[config.mk]
export PLATFORM = sky130hd
export DESIGN_NAME = led_strip_effect_controller_core
export DESIGN_NICKNAME = d
export VERILOG_FILES = /design/src/rtl/core/lsec_pkg.sv /design/src/rtl/core/led_strip_effect_controller_core.sv
export SDC_FILE = /design/constraint.sdc
export NUM_CORES = 1
export LEC_CHECK = 0
export ABC_CLOCK_PERIOD_IN_PS = 6900
export BUFFER_PORTS_ARGS = -buffer_cell sky130_fd_sc_hd__buf_2
export CELL_PAD_IN_SITES_DETAIL_PLACEMENT = 1
export CELL_PAD_IN_SITES_GLOBAL_PLACEMENT = 1
export CORE_AREA = 2 2 163 285
export CTS_CLUSTER_DIAMETER = 150
export DETAILED_ROUTE_END_ITERATION = 6
export DIE_AREA = 0 0 165 287
export GPL_ROUTABILITY_DRIVEN = 0
export PLACE_DENSITY_LB_ADDON = 0.1
export SKIP_LAST_GASP = 1
export SLEW_MARGIN = 20
export SYNTH_ARGS = -nofsm -noshare
export SYNTH_HDL_FRONTEND = slang
export SYNTH_SLANG_ARGS = --single-unit
[constraint.sdc]
create_clock -name clk -period 6.9 [get_ports clk]
set_clock_uncertainty 0.05 [all_clocks]
set_input_delay 0.345 -clock clk [delete_from_list [all_inputs] [get_ports clk]]
set_output_delay 0.345 -clock clk [all_outputs]
set_load 0.01 [all_outputs]
[src/rtl/core/lsec_pkg.sv]
// shared types, constants and tables for the led strip effect controller
// no dependencies; used by led_strip_effect_controller_core

package lsec_pkg;

    localparam int PIXEL_COUNT = 60;
    localparam int PIX_W       = 6;

    // configuration register indexes
    localparam int CFG_INDEX_W = 1;
    typedef enum logic [CFG_INDEX_W-1:0] {
        CFG_RAINBOW_INTERVAL = 1'b0,
        CFG_PREVIEW_DURATION = 1'b1
    } cfg_index_t;

    localparam logic [15:0] RAINBOW_INTERVAL_RESET = 16'd50;
    localparam logic [15:0] PREVIEW_DURATION_RESET = 16'd500;

    // command word ranges
    localparam logic [31:0] CMD_BRIGHT_LO = 32'd2000;
    localparam logic [31:0] CMD_BRIGHT_HI = 32'd2255;
    localparam logic [31:0] CMD_MODE_LO   = 32'd10;
    localparam logic [31:0] CMD_MODE_HI   = 32'd20;
    localparam logic [31:0] CMD_COLOUR_LO = 32'd50;
    localparam logic [31:0] CMD_COLOUR_HI = 32'd69;
    localparam logic [31:0] CMD_OFF       = 32'd99;
    localparam logic [31:0] CMD_COUNT_LO  = 32'd100;
    localparam logic [31:0] CMD_COUNT_HI  = 32'd160;

    // modes
    localparam logic [7:0] MODE_RAINBOW = 8'd10;
    localparam logic [7:0] MODE_SOLID   = 8'd20;
    localparam logic [7:0] MODE_OFF     = 8'd99;

    localparam logic [7:0] BRIGHT_RESET = 8'd255;

    localparam int          OFFSET_W    = 11;
    localparam logic [10:0] OFFSET_WRAP = 11'(256 * 5);

    localparam int          PALETTE_SIZE = 20;
    localparam logic [4:0]  PALETTE_LAST = 5'(PALETTE_SIZE - 1);

    typedef enum logic [1:0] {
        FRAME_PREVIEW,
        FRAME_RAINBOW,
        FRAME_SOLID,
        FRAME_BLACK
    } frame_kind_t;

    typedef struct packed {
        logic [7:0] r;
        logic [7:0] g;
        logic [7:0] b;
    } rgb_t;

    typedef logic [7:0] base_table_t [2**PIX_W];

    // start position on the wheel for each pixel
    function automatic base_table_t make_base_table();
        base_table_t t;
        for (int i = 0; i < 2**PIX_W; i++) begin
            t[i] = 8'((i * 256) / PIXEL_COUNT);
        end
        return t;
    endfunction

    localparam base_table_t BASE_TABLE = make_base_table();

    function automatic rgb_t palette(input logic [4:0] sel);
        rgb_t c;
        unique case (sel)
            5'd0:    c = '{8'd255, 8'd0,   8'd0};
            5'd1:    c = '{8'd0,   8'd255, 8'd0};
            5'd2:    c = '{8'd0,   8'd0,   8'd255};
            5'd3:    c = '{8'd0,   8'd255, 8'd255};
            5'd4:    c = '{8'd255, 8'd0,   8'd255};
            5'd5:    c = '{8'd255, 8'd255, 8'd0};
            5'd6:    c = '{8'd255, 8'd255, 8'd255};
            5'd7:    c = '{8'd255, 8'd105, 8'd180};
            5'd8:    c = '{8'd250, 8'd128, 8'd114};
            5'd9:    c = '{8'd255, 8'd165, 8'd0};
            5'd10:   c = '{8'd255, 8'd215, 8'd0};
            5'd11:   c = '{8'd165, 8'd42,  8'd42};
            5'd12:   c = '{8'd0,   8'd128, 8'd128};
            5'd13:   c = '{8'd191, 8'd255, 8'd0};
            5'd14:   c = '{8'd75,  8'd0,   8'd130};
            5'd15:   c = '{8'd238, 8'd130, 8'd238};
            5'd16:   c = '{8'd0,   8'd0,   8'd128};
            5'd17:   c = '{8'd192, 8'd192, 8'd192};
            5'd18:   c = '{8'd128, 8'd128, 8'd128};
            default: c = '{8'd0,   8'd0,   8'd0};
        endcase
        return c;
    endfunction

    // colour wheel: red to green to blue and back
    function automatic rgb_t wheel(input logic [7:0] pos);
        rgb_t       c;
        logic [7:0] p;
        logic [7:0] q;
        p = 8'd255 - pos;
        if (p < 8'd85) begin
            q = 8'(p * 3);
            c = '{8'd255 - q, 8'd0, q};
        end else if (p < 8'd170) begin
            q = 8'((p - 8'd85) * 3);
            c = '{8'd0, q, 8'd255 - q};
        end else begin
            q = 8'((p - 8'd170) * 3);
            c = '{q, 8'd255 - q, 8'd0};
        end
        return c;
    endfunction

endpackage

[src/rtl/core/led_strip_effect_controller_core.sv]
// led strip effect controller: command decode, effect state and pixel stream
// depends on lsec_pkg
//
// usage: the in channel takes words of action, command_word and now_ms. a command
// word (action 0) updates brightness, mode, palette colour or the lit-pixel count.
// a render tick (action 1) may start a frame of PIXEL_COUNT pixel words on the out
// channel, one per cycle while out is ready, the last one flagged by frame_end. a
// frame carries the brightness, colour and rainbow offset as they stood when its
// tick was taken. the cfg channel writes the rainbow interval and preview duration
// and is always ready; the user must write it only while the block is idle, which
// the block does not enforce. a word goes into the input register and is decoded
// there; a tick starts the stepper, which loads each pixel into the output register.
// throughput: commands pass at one a cycle, also while a frame is streaming, unless
// a tick waits ahead of them; a tick holds the pixel stepper for the whole frame, so
// frames go out back to back, one pixel a cycle while out is ready; a following
// tick waits in the input register. a stall on out holds the current pixel word and
// freezes the stepper; a tick then fills the input register and in_ready falls.
// reset: brightness 255, mode off, palette red, no preview pending, both time
// marks zero, rainbow interval 50 ms and preview duration 500 ms.

module led_strip_effect_controller_core (
    input  logic                                clk,
    input  logic                                rst_n,
    input  logic                                in_valid,
    output logic                                in_ready,
    input  logic                                action,
    input  logic [31:0]                         command_word,
    input  logic [31:0]                         now_ms,
    output logic                                out_valid,
    input  logic                                out_ready,
    output logic [lsec_pkg::PIX_W-1:0]          pixel_index,
    output logic [7:0]                          red,
    output logic [7:0]                          green,
    output logic [7:0]                          blue,
    output logic [7:0]                          level,
    output logic                                frame_end,
    input  logic                                cfg_valid,
    output logic                                cfg_ready,
    input  logic [lsec_pkg::CFG_INDEX_W-1:0]    cfg_index,
    input  logic [15:0]                         cfg_data
);

    localparam logic [lsec_pkg::PIX_W-1:0] LAST_PIX =
        lsec_pkg::PIX_W'(lsec_pkg::PIXEL_COUNT - 1);

    // configuration
    logic [15:0] interval_reg;
    logic [15:0] duration_reg;

    // input register
    logic        hold_valid_reg;
    logic        action_reg;
    logic [31:0] word_reg;
    logic [31:0] now_reg;

    // effect state
    logic [7:0]                      brightness_reg;
    logic [7:0]                      mode_reg;
    logic [4:0]                      colour_sel_reg;
    logic [lsec_pkg::PIX_W-1:0]      lit_count_reg;
    logic                            pending_reg;
    logic [31:0]                     preview_start_reg;
    logic [31:0]                     rainbow_last_reg;
    logic [lsec_pkg::OFFSET_W-1:0]   offset_reg;

    // pixel stepper
    logic                            frame_active_reg;
    logic [lsec_pkg::PIX_W-1:0]      pix_reg;
    lsec_pkg::frame_kind_t           kind_reg;
    lsec_pkg::rgb_t                  colour_reg;
    logic [lsec_pkg::PIX_W-1:0]      lit_reg;
    logic [7:0]                      level_reg;
    logic [7:0]                      frame_offset_reg;

    // output register
    logic                            out_valid_reg;
    logic [lsec_pkg::PIX_W-1:0]      pixel_index_reg;
    lsec_pkg::rgb_t                  pixel_rgb_reg;
    logic [7:0]                      level_out_reg;
    logic                            frame_end_reg;

    logic                            load;
    logic                            last_load;
    logic                            stepper_free;
    logic                            consume;
    logic                            is_cmd;
    logic                            is_tick;
    logic [31:0]                     eff_start;
    logic                            in_preview;
    logic                            too_soon;
    logic                            start_frame;
    lsec_pkg::frame_kind_t           start_kind;
    lsec_pkg::rgb_t                  sel_colour;
    lsec_pkg::rgb_t                  pixel_rgb;
    logic [lsec_pkg::OFFSET_W-1:0]   offset_next;

    assign cfg_ready = 1'b1;

    always_ff @(posedge clk or negedge rst_n)
    begin
        if (!rst_n)
        begin
            interval_reg <= lsec_pkg::RAINBOW_INTERVAL_RESET;
            duration_reg <= lsec_pkg::PREVIEW_DURATION_RESET;
        end
        else if (cfg_valid)
        begin
            unique case (lsec_pkg::cfg_index_t'(cfg_index))
                lsec_pkg::CFG_RAINBOW_INTERVAL: interval_reg <= cfg_data;
                lsec_pkg::CFG_PREVIEW_DURATION: duration_reg <= cfg_data;
                default: ;
            endcase
        end
    end

    // handshakes and decode
    assign load         = frame_active_reg && (!out_valid_reg || out_ready);
    assign last_load    = load && (pix_reg == LAST_PIX);
    assign stepper_free = !frame_active_reg || last_load;
    assign is_cmd       = hold_valid_reg && !action_reg;
    assign is_tick      = hold_valid_reg && action_reg;
    assign consume      = is_cmd || (is_tick && stepper_free);
    assign in_ready     = !hold_valid_reg || consume;

    assign sel_colour = lsec_pkg::palette((colour_sel_reg < lsec_pkg::PALETTE_SIZE[4:0])
                                          ? colour_sel_reg : lsec_pkg::PALETTE_LAST);

    assign eff_start  = pending_reg ? now_reg : preview_start_reg;
    assign in_preview = (now_reg - eff_start) < {16'd0, duration_reg};
    assign too_soon   = (now_reg - rainbow_last_reg) < {16'd0, interval_reg};

    always_comb
    begin
        start_kind  = lsec_pkg::FRAME_BLACK;
        start_frame = 1'b0;
        priority if (in_preview)
        begin
            start_kind  = lsec_pkg::FRAME_PREVIEW;
            start_frame = 1'b1;
        end
        else if (mode_reg == lsec_pkg::MODE_RAINBOW)
        begin
            start_kind  = lsec_pkg::FRAME_RAINBOW;
            start_frame = !too_soon;
        end
        else if (mode_reg == lsec_pkg::MODE_SOLID)
        begin
            start_kind  = lsec_pkg::FRAME_SOLID;
            start_frame = 1'b1;
        end
        else if (mode_reg == lsec_pkg::MODE_OFF)
        begin
            start_kind  = lsec_pkg::FRAME_BLACK;
            start_frame = 1'b1;
        end
        else
        begin
            start_kind  = lsec_pkg::FRAME_BLACK;
            start_frame = 1'b0;
        end
    end

    assign offset_next = (offset_reg + 1'b1 >= lsec_pkg::OFFSET_WRAP)
                         ? '0 : offset_reg + 1'b1;

    always_ff @(posedge clk or negedge rst_n)
    begin
        if (!rst_n)
        begin
            hold_valid_reg <= 1'b0;
        end
        else if (in_ready)
        begin
            hold_valid_reg <= in_valid;
        end
    end

    always_ff @(posedge clk)
    begin
        if (in_ready && in_valid)
        begin
            action_reg <= action;
            word_reg   <= command_word;
            now_reg    <= now_ms;
        end
    end

    always_ff @(posedge clk or negedge rst_n)
    begin
        if (!rst_n)
        begin
            brightness_reg    <= lsec_pkg::BRIGHT_RESET;
            mode_reg          <= lsec_pkg::MODE_OFF;
            colour_sel_reg    <= '0;
            lit_count_reg     <= '0;
            pending_reg       <= 1'b0;
            preview_start_reg <= '0;
            rainbow_last_reg  <= '0;
            offset_reg        <= '0;
        end
        else if (consume && is_cmd)
        begin
            if (word_reg >= lsec_pkg::CMD_BRIGHT_LO && word_reg <= lsec_pkg::CMD_BRIGHT_HI)
                brightness_reg <= 8'(word_reg - lsec_pkg::CMD_BRIGHT_LO);
            if ((word_reg >= lsec_pkg::CMD_MODE_LO && word_reg <= lsec_pkg::CMD_MODE_HI)
                || word_reg == lsec_pkg::CMD_OFF)
                mode_reg <= word_reg[7:0];
            if (word_reg >= lsec_pkg::CMD_COLOUR_LO && word_reg <= lsec_pkg::CMD_COLOUR_HI)
                colour_sel_reg <= 5'(word_reg - lsec_pkg::CMD_COLOUR_LO);
            if (word_reg >= lsec_pkg::CMD_COUNT_LO && word_reg <= lsec_pkg::CMD_COUNT_HI)
            begin
                lit_count_reg <= lsec_pkg::PIX_W'(word_reg - lsec_pkg::CMD_COUNT_LO);
                pending_reg   <= 1'b1;
            end
        end
        else if (consume && is_tick)
        begin
            pending_reg       <= 1'b0;
            preview_start_reg <= eff_start;
            if (start_frame && start_kind == lsec_pkg::FRAME_RAINBOW)
            begin
                rainbow_last_reg <= now_reg;
                offset_reg       <= offset_next;
            end
        end
    end

    // pixel stepper
    always_ff @(posedge clk or negedge rst_n)
    begin
        if (!rst_n)
        begin
            frame_active_reg <= 1'b0;
            pix_reg          <= '0;
        end
        else if (consume && is_tick && start_frame)
        begin
            frame_active_reg <= 1'b1;
            pix_reg          <= '0;
        end
        else if (load)
        begin
            frame_active_reg <= !last_load;
            pix_reg          <= last_load ? '0 : pix_reg + 1'b1;
        end
    end

    // frame snapshot so later commands leave this frame alone
    always_ff @(posedge clk)
    begin
        if (consume && is_tick && start_frame)
        begin
            kind_reg         <= start_kind;
            colour_reg       <= sel_colour;
            lit_reg          <= lit_count_reg;
            level_reg        <= brightness_reg;
            frame_offset_reg <= offset_reg[7:0];
        end
    end

    always_comb
    begin
        unique case (kind_reg)
            lsec_pkg::FRAME_PREVIEW:
                pixel_rgb = (pix_reg < lit_reg) ? colour_reg : '0;
            lsec_pkg::FRAME_RAINBOW:
                pixel_rgb = lsec_pkg::wheel(lsec_pkg::BASE_TABLE[pix_reg] + frame_offset_reg);
            lsec_pkg::FRAME_SOLID:
                pixel_rgb = colour_reg;
            default:
                pixel_rgb = '0;
        endcase
    end

    always_ff @(posedge clk or negedge rst_n)
    begin
        if (!rst_n)
        begin
            out_valid_reg <= 1'b0;
        end
        else if (load)
        begin
            out_valid_reg <= 1'b1;
        end
        else if (out_ready)
        begin
            out_valid_reg <= 1'b0;
        end
    end

    always_ff @(posedge clk)
    begin
        if (load)
        begin
            pixel_index_reg <= pix_reg;
            pixel_rgb_reg   <= pixel_rgb;
            level_out_reg   <= level_reg;
            frame_end_reg   <= (pix_reg == LAST_PIX);
        end
    end

    assign out_valid   = out_valid_reg;
    assign pixel_index = pixel_index_reg;
    assign red         = pixel_rgb_reg.r;
    assign green       = pixel_rgb_reg.g;
    assign blue        = pixel_rgb_reg.b;
    assign level       = level_out_reg;
    assign frame_end   = frame_end_reg;

    // checks
    a_frame_end_last: assert property (@(posedge clk) disable iff (!rst_n)
        out_valid_reg && frame_end_reg |-> pixel_index_reg == LAST_PIX)
        else $error("frame_end on a pixel other than the last");

    a_pix_in_range: assert property (@(posedge clk) disable iff (!rst_n)
        frame_active_reg |-> pix_reg <= LAST_PIX)
        else $error("pixel stepper beyond the strip");

    a_no_overlap: assert property (@(posedge clk) disable iff (!rst_n)
        consume && is_tick && frame_active_reg |-> last_load)
        else $error("tick taken while a frame is still streaming");

    a_offset_range: assert property (@(posedge clk) disable iff (!rst_n)
        offset_reg < lsec_pkg::OFFSET_WRAP)
        else $error("rainbow offset beyond its wrap");

    a_load_after_start: assert property (@(posedge clk) disable iff (!rst_n)
        consume && is_tick && start_frame |=> frame_active_reg && pix_reg == '0)
        else $error("frame did not start at the first pixel");

endmodule

==> reports/qor.csv, run 1 <==
metric;value;unit
status;completed;
die-area;47400;um^2
grt_pass1_vias;18100;
synthFlopType;edfxtp_1;
ys_ff_latch;295;
grt_max_degree;81;
layout_common_cells;180 x nand2_1, 178 x a21oi_1, 168 x ha_1;
cts_tree;built;
clockBufferDepth;3;
grt_pass1_wl;101;mm
synth_edf_count;151;
final_core_util;49.9;%
final.period_utilization;93.2;%
max-cap-violations;0;
ys_types;100;
final-setup-viol-count;0;
clock-sinks;295;
start_util;43.7;%
path_common_cell;ha_1;
drcViolationCount;0;
cpPeakStageDelay;0.53;ns
core_area;45000;um^2
min_from;cfg_data[6];
numPortBuffers;127;
die_h;287;um
routed_via_density;5.90;
path_clk_slew;0.07;ns
syn_inst;2037;
ctsHtreeMaxLevel;1;
crit_path_start_kind;flip-flop;
power_density;242;nW/um^2
p_leak;9.34;nW
syn_area;19600;um^2
timing.rr.start;pix_reg[1]$_DFFE_PN0P_;
worstMarginPinSlew;1.10;ns
critPathSlowestCell;dfrtp_1;
clock_latency;0.59;ns
ir_drop;0.236;mV
fmax;155;MHz
final-hold-violation-count;0;
fp-row-count;103;
cts-root-buf;clkbuf_16;
slew_violations;0;
syn_area_per_cell;9.64;um^2
wl_per_cell;23.3;um
yosysWarnings;0;
period_minus_slack;6.43;ns
cp_data_arrival_time;6.72;ns
syn_nets;2298;
synth_top_area_share;23.1;%
cp_top_family;adder cells;
groute.usage.overall;27.8;%
grt_setup_unrepaired;no;
post_cts_buffers;0;
ios;129;
critical_path.endpoint_type;flip-flop;
drt_iter0_markers;759;
synthArstFlopShare;48.8;%
fin_tns_setup;0;ns
hold_path.class;in2reg;
mostFrequentLayoutCell;nand2_1;
synthToLayoutAreaGrowth;14.4;%
overflow;0;
required;7.19;ns
path_max_fanout;12;
drtAntennaViolNets;0;
drive_gt1_share;14.0;%
cts_buffers;29;
synth_top_area_cell;edfxtp_1;
crit_buf_inv;4;
antenna_found_initial;2;
fin_nets;2455;
wirelength;65.1;mm
place_hpwl;50.1;mm
synth.area.top_cells;edfxtp_1 23%, dfrtp_1 16%, ha_1 11%, a21oi_1 4.6%, nand2_1 3.4%;
yosysSeqAreaShare;41.6;%
vias;16500;
max-slew-margin-rel;26.7;%
drt_pre_antenna_iters;5;
startpoint;pix_reg[1]$_DFFE_PN0P_;
path_class;reg2reg;
die_w;165;um
[where the power goes]
part	total [mW]	switching [mW]	internal, mW
sequential	2.06	0.0916	1.97
combinational	1.75	1.10	0.643
clock	1.63	0.732	0.901
[worst reg2reg max path: cells and delay by family, from the launching register on]
kind	cells	cell delay (ns)
adder cells (fa/ha/maj)	6	1.69
AO/OA/AOI/OAI	9	1.51
XOR/XNOR	5	1.24
AND/OR/NAND/NOR	5	0.67
flip-flops	1	0.53
buffers and inverters	4	0.50
[cells by family (layout without fill, tap and decap cells)]
| logic type | after synthesis | count (layout) | share of synthesized area, % |
|---|---|---|---|
| muxes | 78 | 78 | 4.42 |
| other | 1 | 3 | 0.0191 |
| and+or+nand+nor | 606 | 606 | 15.2 |
| xor gates and xnor gates | 80 | 80 | 3.64 |
| AOI/OAI and AO/OA | 571 | 571 | 19.0 |
| buffers and inverters | 232 | 412 | 4.87 |
| adders and majority gates | 174 | 174 | 11.3 |
| DFF | 295 | 295 | 41.6 |
[synth_stat cells, types with 21 or more instances]
cell type and n:
clkbuf_1 66, a21o_1 32, nor3_1 41, o21ai_1 45, nand2b_1 25, ha_1 168
nand2_1 180, inv_1 137, dfstp_2 21, xnor2_1 54, xor2_1 25, nand3_1 63
o21ai_0 106, mux2i_1 36, nor2_1 141, dfrtp_1 123, mux2_2 37, a21oi_1 179
nand4_1 36, edfxtp_1 151
[final cells by class]
| class | instances | area (um^2) |
|---|---|---|
| tap | 577 | 722 |
| sequential | 295 | 8170 |
| clock inverter | 17 | 164 |
| clock buffer | 37 | 797 |
| inverter | 139 | 522 |
| antenna | 2 | 5.00 |
| timing repair buffer | 219 | 1530 |
| fill | 5098 | 22500 |
| multi-input combinational | 1510 | 10600 |
[through the flow]
stage | setup WS [ns] | area, um^2 | hold WS, ns | power, mW | instances
finish | 0.466 | 22500 | 0.0201 | 5.44 | 2796
global route | 0.0499 | 22500 | 0.0180 | 5.72 | 2796
CTS | 0.225 | 22400 | 0.000536 | 5.47 | 2794
detailed placement | 0.273 | 20700 | 0.360 | 3.77 | 2666
global placement | 0.550 | 20700 | 0.356 | 3.72 | 2666
floorplan | 0.390 | 19600 | -0.000591 | 3.22 | 2037
[what timing repair did]
action	CTS	global route
hold buffers	74	0
setup endpoints to repair	0	2
resized for setup	0	2
endpoints found under the hold margin	138	0
[per-layer routing]
| layer | routed length, um | GRT usage (%) |
|---|---|---|
| met1 | 20900 | 24.8 |
| met2 | 36400 | 55.0 |
| met3 | 1780 | 2.74 |
| met4 | 6010 | 21.6 |
| met5 | 0 | 0 |
[path summary, 6_finish.rpt]
check	endpoint	slack (ns)	cells past startpoint
min reg2reg	level[1]$_DFFE_PP_	0.37	0
min in group asynchronous	interval_reg[15]$_DFFE_PN0P_	0.30	2
max in group asynchronous	pix_reg[4]$_DFFE_PN0P_	4.97	3
max reg2reg	red[7]$_SDFFCE_PN0P_	0.47	29
max	red[7]$_SDFFCE_PN0P_	0.47	29
min	interval_reg[6]$_DFFE_PN0P_	0.02	3
(Power assumes the default switching activity.)
==> run 2: changes to the inputs <==
--- a/config.mk
+++ b/config.mk
@@ -14,6 +14,7 @@
 export DETAILED_ROUTE_END_ITERATION = 6
 export DIE_AREA = 0 0 165 287
 export GPL_ROUTABILITY_DRIVEN = 0
+export MAX_ROUTING_LAYER = met4
 export PLACE_DENSITY_LB_ADDON = 0.1
 export SKIP_LAST_GASP = 1
 export SLEW_MARGIN = 20
==> run 2 against run 1 <==
Compared with the run above:
- register-to-register slack about the same
- setup slack hardly changed
- combinational power hardly changed
- design area barely moved
- global-route usage up 0.85 points
- sequential cell count is the same
- sequential power is essentially flat
- sequential share of layout area about the same
- maximum frequency hardly changed
- largest power group unchanged
==> reports/qor.csv, run 2 (synthesized netlist as in run 1, its figures left out) <==
metric;value;unit
final-setup-viol-count;0;
grt_setup_unrepaired;no;
multi_input_comb_area;10600;um^2
max-slew-margin-rel;26.6;%
p_leak;9.34;nW
start_util;43.7;%
cts_tree;built;
drcViolationCount;0;
drt_pre_antenna_iters;5;
status;completed;
crit_path_start_kind;flip-flop;
path_common_cell;ha_1;
vias;16500;
switching_share;35.5;%
cts_buffers;29;
drive_gt1_share;14.0;%
clkPwrFrac;30.0;%
ctsHtreeMaxLevel;1;
period_minus_slack;6.43;ns
place_hpwl;50.1;mm
grt_pass1_wl;101;mm
critPathSlowestCell;dfrtp_1;
ir_drop;0.235;mV
clock_latency;0.59;ns
numPortBuffers;127;
clock-sinks;295;
wirelength;65.2;mm
grt_max_degree;81;
gr-usage-met1;25.0;%
die_w;165;um
clockBufferDepth;3;
fill_cells;5098;
die_h;287;um
final-hold-violation-count;0;
critical_path.endpoint_type;flip-flop;
max-cap-violations;0;
switchingPower;1.93;mW
hold_path.class;in2reg;
combPwrFrac;32.2;%
intPower;3.51;mW
final_core_util;49.9;%
fp-row-count;103;
grt_pass1_vias;18100;
path_class;reg2reg;
drtAntennaViolNets;0;
fin_nets;2455;
wl_per_cell;23.3;um
overflow;0;
use_met2;55.0;%
routed_via_density;5.90;
required;7.19;ns
groute.usage.overall;28.7;%
path_max_fanout;12;
antenna_found_initial;1;
synthToLayoutAreaGrowth;14.3;%
cp_data_arrival_time;6.72;ns
drt_iter0_markers;705;
fmax;155;MHz
fin_tns_setup;0;ns
regArea;8170;um^2
reg2reg_slack;0.47;ns
worstMarginPinSlew;1.10;ns
mostFrequentLayoutCell;nand2_1;
path_clk_slew;0.07;ns
cpPeakStageDelay;0.53;ns
ios;129;
core_area;45000;um^2
cts-root-buf;clkbuf_16;
layout_common_cells;180 x nand2_1, 178 x a21oi_1, 168 x ha_1;
grtUsageMet3;2.64;%
final.period_utilization;93.2;%
busiest_layer;met2;
die-area;47400;um^2
slew_violations;0;
seq_power_share;37.8;%
power_density;242;nW/um^2
[run 2: changes by cell type in the layout (fill, tap and decap cells not counted)]
| cell | change |
|---|---|
| diode_2 | -1 |
[run 2: layout make-up]
cell class,count,share of cell area (%)
clock buffer,37,3.55
tap,577,3.22
timing repair buffer,219,6.81
antenna,1,0.0111
inverter,139,2.32
clock inverter,17,0.730
sequential,295,36.4
multi-input combinational,1510,47.0
[run 2: power groups by stage]
stage          Clock [mW]  Combinational (mW)  Sequential, mW
2_1_floorplan           0                1.16            2.05
3_3_place_gp            0                1.64            2.08
3_5_place_dp            0                1.68            2.09
4_1_cts              1.68                1.74            2.06
5_1_grt              1.73                1.91            2.07
6_report             1.63                1.75            2.06
[run 2: worst paths after layout]
| path | start | to | cells after the start |
|---|---|---|---|
| worst max-delay path | pix_reg[1]$_DFFE_PN0P_ | red[7]$_SDFFCE_PN0P_ | 29 |
| worst min-delay path | cfg_data[6] | interval_reg[6]$_DFFE_PN0P_ | 3 |
| min in group asynchronous | rst_n | interval_reg[15]$_DFFE_PN0P_ | 2 |
| worst min register to register | level_reg[1]$_DFFE_PP_ | level[1]$_DFFE_PP_ | 0 |
| worst max register to register | pix_reg[1]$_DFFE_PN0P_ | red[7]$_SDFFCE_PN0P_ | 29 |
| max in group asynchronous | rst_n | pix_reg[4]$_DFFE_PN0P_ | 3 |
[run 2: routing by layer]
| metal | wire length, um | vias to the layer above |
|---|---|---|
| li1 | - | 7760 |
| met3 | 1790 | 215 |
| met5 | 0 | - |
| met2 | 36500 | 394 |
| met4 | 5920 | 0 |
| met1 | 20900 | 8117 |
[run 2: stage by stage]
step,hold slack [ns],cells,power (mW),setup slack (ns),cell area (um^2)
2_1_floorplan,-0.000591,2037,3.22,0.390,19600
3_3_place_gp,0.356,2666,3.72,0.550,20700
3_5_place_dp,0.360,2666,3.77,0.273,20700
4_1_cts,0.000536,2794,5.47,0.225,22400
5_1_grt,0.0180,2795,5.72,0.0498,22500
6_report,0.0293,2795,5.44,0.467,22500
[run 2: what timing repair did]
action,4_1_cts,5_1_grt
buffers inserted,0,0
hold endpoints to repair,138,0
setup endpoints to repair,0,2
resized for setup,0,2
hold buffers,74,0
[run 2: critical path, delay by kind of cell, from the launching register on]
| kind | cells | cell delay (ns) |
|---|---|---|
| adder cells (fa/ha/maj) | 6 | 1.68 |
| AO/OA/AOI/OAI | 9 | 1.50 |
| XOR/XNOR | 5 | 1.24 |
| AND/OR/NAND/NOR | 5 | 0.67 |
| flip-flops | 1 | 0.53 |
| buffers and inverters | 4 | 0.50 |
==> run 3: changes to the inputs <==
--- a/config.mk
+++ b/config.mk
@@ -9,10 +9,10 @@
 export BUFFER_PORTS_ARGS = -buffer_cell sky130_fd_sc_hd__buf_2
 export CELL_PAD_IN_SITES_DETAIL_PLACEMENT = 1
 export CELL_PAD_IN_SITES_GLOBAL_PLACEMENT = 1
-export CORE_AREA = 2 2 163 285
+export CORE_AREA = 3 3 164 286
 export CTS_CLUSTER_DIAMETER = 150
 export DETAILED_ROUTE_END_ITERATION = 6
-export DIE_AREA = 0 0 165 287
+export DIE_AREA = 0 0 167 289
 export GPL_ROUTABILITY_DRIVEN = 0
 export MAX_ROUTING_LAYER = met4
 export PLACE_DENSITY_LB_ADDON = 0.1
==> run 3 against run 2 <==
Compared with the run above:
- sequential cell count did not move
- clock power barely moved
- design area is 0.18% higher
- wire length is 0.90% higher
- largest cell class unchanged
==> reports/qor.csv, run 3 (synthesized netlist as in run 1, its figures left out) <==
metric;value;unit
status;completed;
clock_latency;0.60;ns
clockBufferDepth;3;
cts-root-buf;clkbuf_16;
final_cells;2802;
fmax;159;MHz
drcViolationCount;0;
synthToLayoutAreaGrowth;14.6;%
timing.rr.start;pix_reg[1]$_DFFE_PN0P_;
post_cts_buffers;0;
die_w;167;um
crit_path_start_kind;flip-flop;
antenna_found_initial;2;
final-hold-violation-count;0;
path_common_cell;ha_1;
dpl_cell_area;20800;um^2
groute.usage.overall;27.5;%
drive_gt1_share;13.9;%
start_util;43.7;%
grt_pass1_vias;18100;
crit_chain;ha_1 > ha_1 > nand2_1 > mux4_2 > ha_1 > nor2b_1 > o21a_1 > o21ai_0 > and2_1 > inv_1 > ha_1 > nor2b_1 > a21oi_1 > xnor2_1 > ha_1 > ha_1 > a21oi_1 > o21bai_1 > a21oi_1 > xor2_1 > xnor2_1 > xnor2_1 > nand2b_1 > a32o_1;
drt_iter0_markers;762;
required;7.19;ns
fin_tns_setup;0;ns
drtAntennaViolNets;0;
hold_ws;0.0312;ns
period_minus_slack;6.31;ns
cts_tree;built;
grt_max_degree;81;
ctsHtreeMaxLevel;1;
ir_drop;0.228;mV
cp_top_family;adder cells;
critical_path.endpoint_type;flip-flop;
clock-sinks;295;
routed_via_density;5.93;
overflow;0;
die-area;48300;um^2
p_leak;9.34;nW
path_clk_slew;0.07;ns
layout_common_cells;180 x nand2_1, 177 x a21oi_1, 168 x ha_1;
dpl_worst_slack;0.366;ns
slew_violations;0;
design_area;22500;um^2
cp_data_arrival_time;6.60;ns
total_power;5.44;mW
rr_worst_depth;24;
critPathSlowestCell;dfrtp_1;
wirelength;65.8;mm
crit_buf_inv;1;
die_h;289;um
fp-row-count;103;
mostFrequentLayoutCell;nand2_1;
wl_per_cell;23.5;um
cpPeakStageDelay;0.59;ns
cts_buffers;29;
place_hpwl;51.0;mm
drt_pre_antenna_iters;5;
rr_endpoint;green[7]$_SDFFCE_PN0P_;
worstMarginPinSlew;0.940;ns
path_max_fanout;12;
path_class;reg2reg;
fin_nets;2460;
vias;16600;
final-setup-viol-count;0;
numPortBuffers;127;
core_area;45000;um^2
layout_setup_ws;0.592;ns
critical_path_depth;24;
ios;129;
crit_end;green[7]$_SDFFCE_PN0P_;
hold_path.class;in2reg;
startpoint;pix_reg[1]$_DFFE_PN0P_;
power_density;242;nW/um^2
max-slew-margin-rel;37.2;%
max-cap-violations;0;
grt_setup_unrepaired;no;
dp_cells;2670;
final_core_util;50.0;%
final.period_utilization;91.4;%
grt_pass1_wl;102;mm
reg2reg_slack;0.59;ns
-- run 3: changes by cell type in the layout (fill, tap and decap cells not counted), moves of 2 or more --
cell / change
clkinv_2: -6
buf_4: +4
diode_2: +3
clkinv_1: +3
clkinvlp_4: +2
clkbuf_1: +2
-- run 3: how the worst min path moves through the flow --
stage,start,to,slack (ns),cells past startpoint
3_3_place_gp,level_reg[2]$_DFFE_PP_,level[2]$_DFFE_PP_,0.36,0
2_1_floorplan,rst_n,colour_sel_reg[0]$_DFFE_PN0P_,-0.0006,0
3_5_place_dp,level_reg[7]$_DFFE_PP_,level[7]$_DFFE_PP_,0.36,0
6_report,cfg_data[15],interval_reg[15]$_DFFE_PN0P_,0.03,3
4_1_cts,cfg_data[15],interval_reg[15]$_DFFE_PN0P_,0.0005,3
5_1_grt,cfg_data[14],interval_reg[14]$_DFFE_PN0P_,0.03,3
-- run 3: power breakdown --
group / switching, mW / internal, mW / leakage, nW / total (mW)
registers: 0.0925 / 1.97 / 3.12 / 2.06
logic: 1.10 / 0.646 / 5.77 / 1.75
clock network: 0.728 / 0.903 / 0.451 / 1.63
total: 1.92 / 3.52 / 9.34 / 5.44
-- run 3: repair_timing --
| action | CTS | global route |
|---|---|---|
| setup endpoints to repair | 0 | 2 |
| gates resized for setup | 0 | 2 |
| hold buffers | 75 | 0 |
| hold endpoints to repair | 140 | 0 |
-- run 3: cell type report --
| cell class | instances | area, um^2 |
|---|---|---|
| tap | 577 | 722 |
| timing repair buffer | 224 | 1570 |
| multi-input combinational | 1510 | 10600 |
| antenna | 4 | 10.0 |
| fill | 5146 | 22500 |
| inverter | 139 | 522 |
| sequential | 295 | 8170 |
| clock inverter | 16 | 184 |
| clock buffer | 37 | 766 |
-- run 3: per-layer routing --
metal	GRT usage, %	part of all wire, %	up-vias	wire [um]
met1	24.1	32	8232	21300
met5	-	0	-	0
met3	2.57	2.6	202	1710
met4	18.0	8.0	0	5280
li1	-	-	7788	-
met2	54.8	57	385	37400
-- run 3: tightest hold or removal path, delay by kind of cell --
family	cells	cell delay, ns
AND/OR/NAND/NOR	1	0.07
buffers and inverters	1	0.15
AO/OA/AOI/OAI	1	0.07
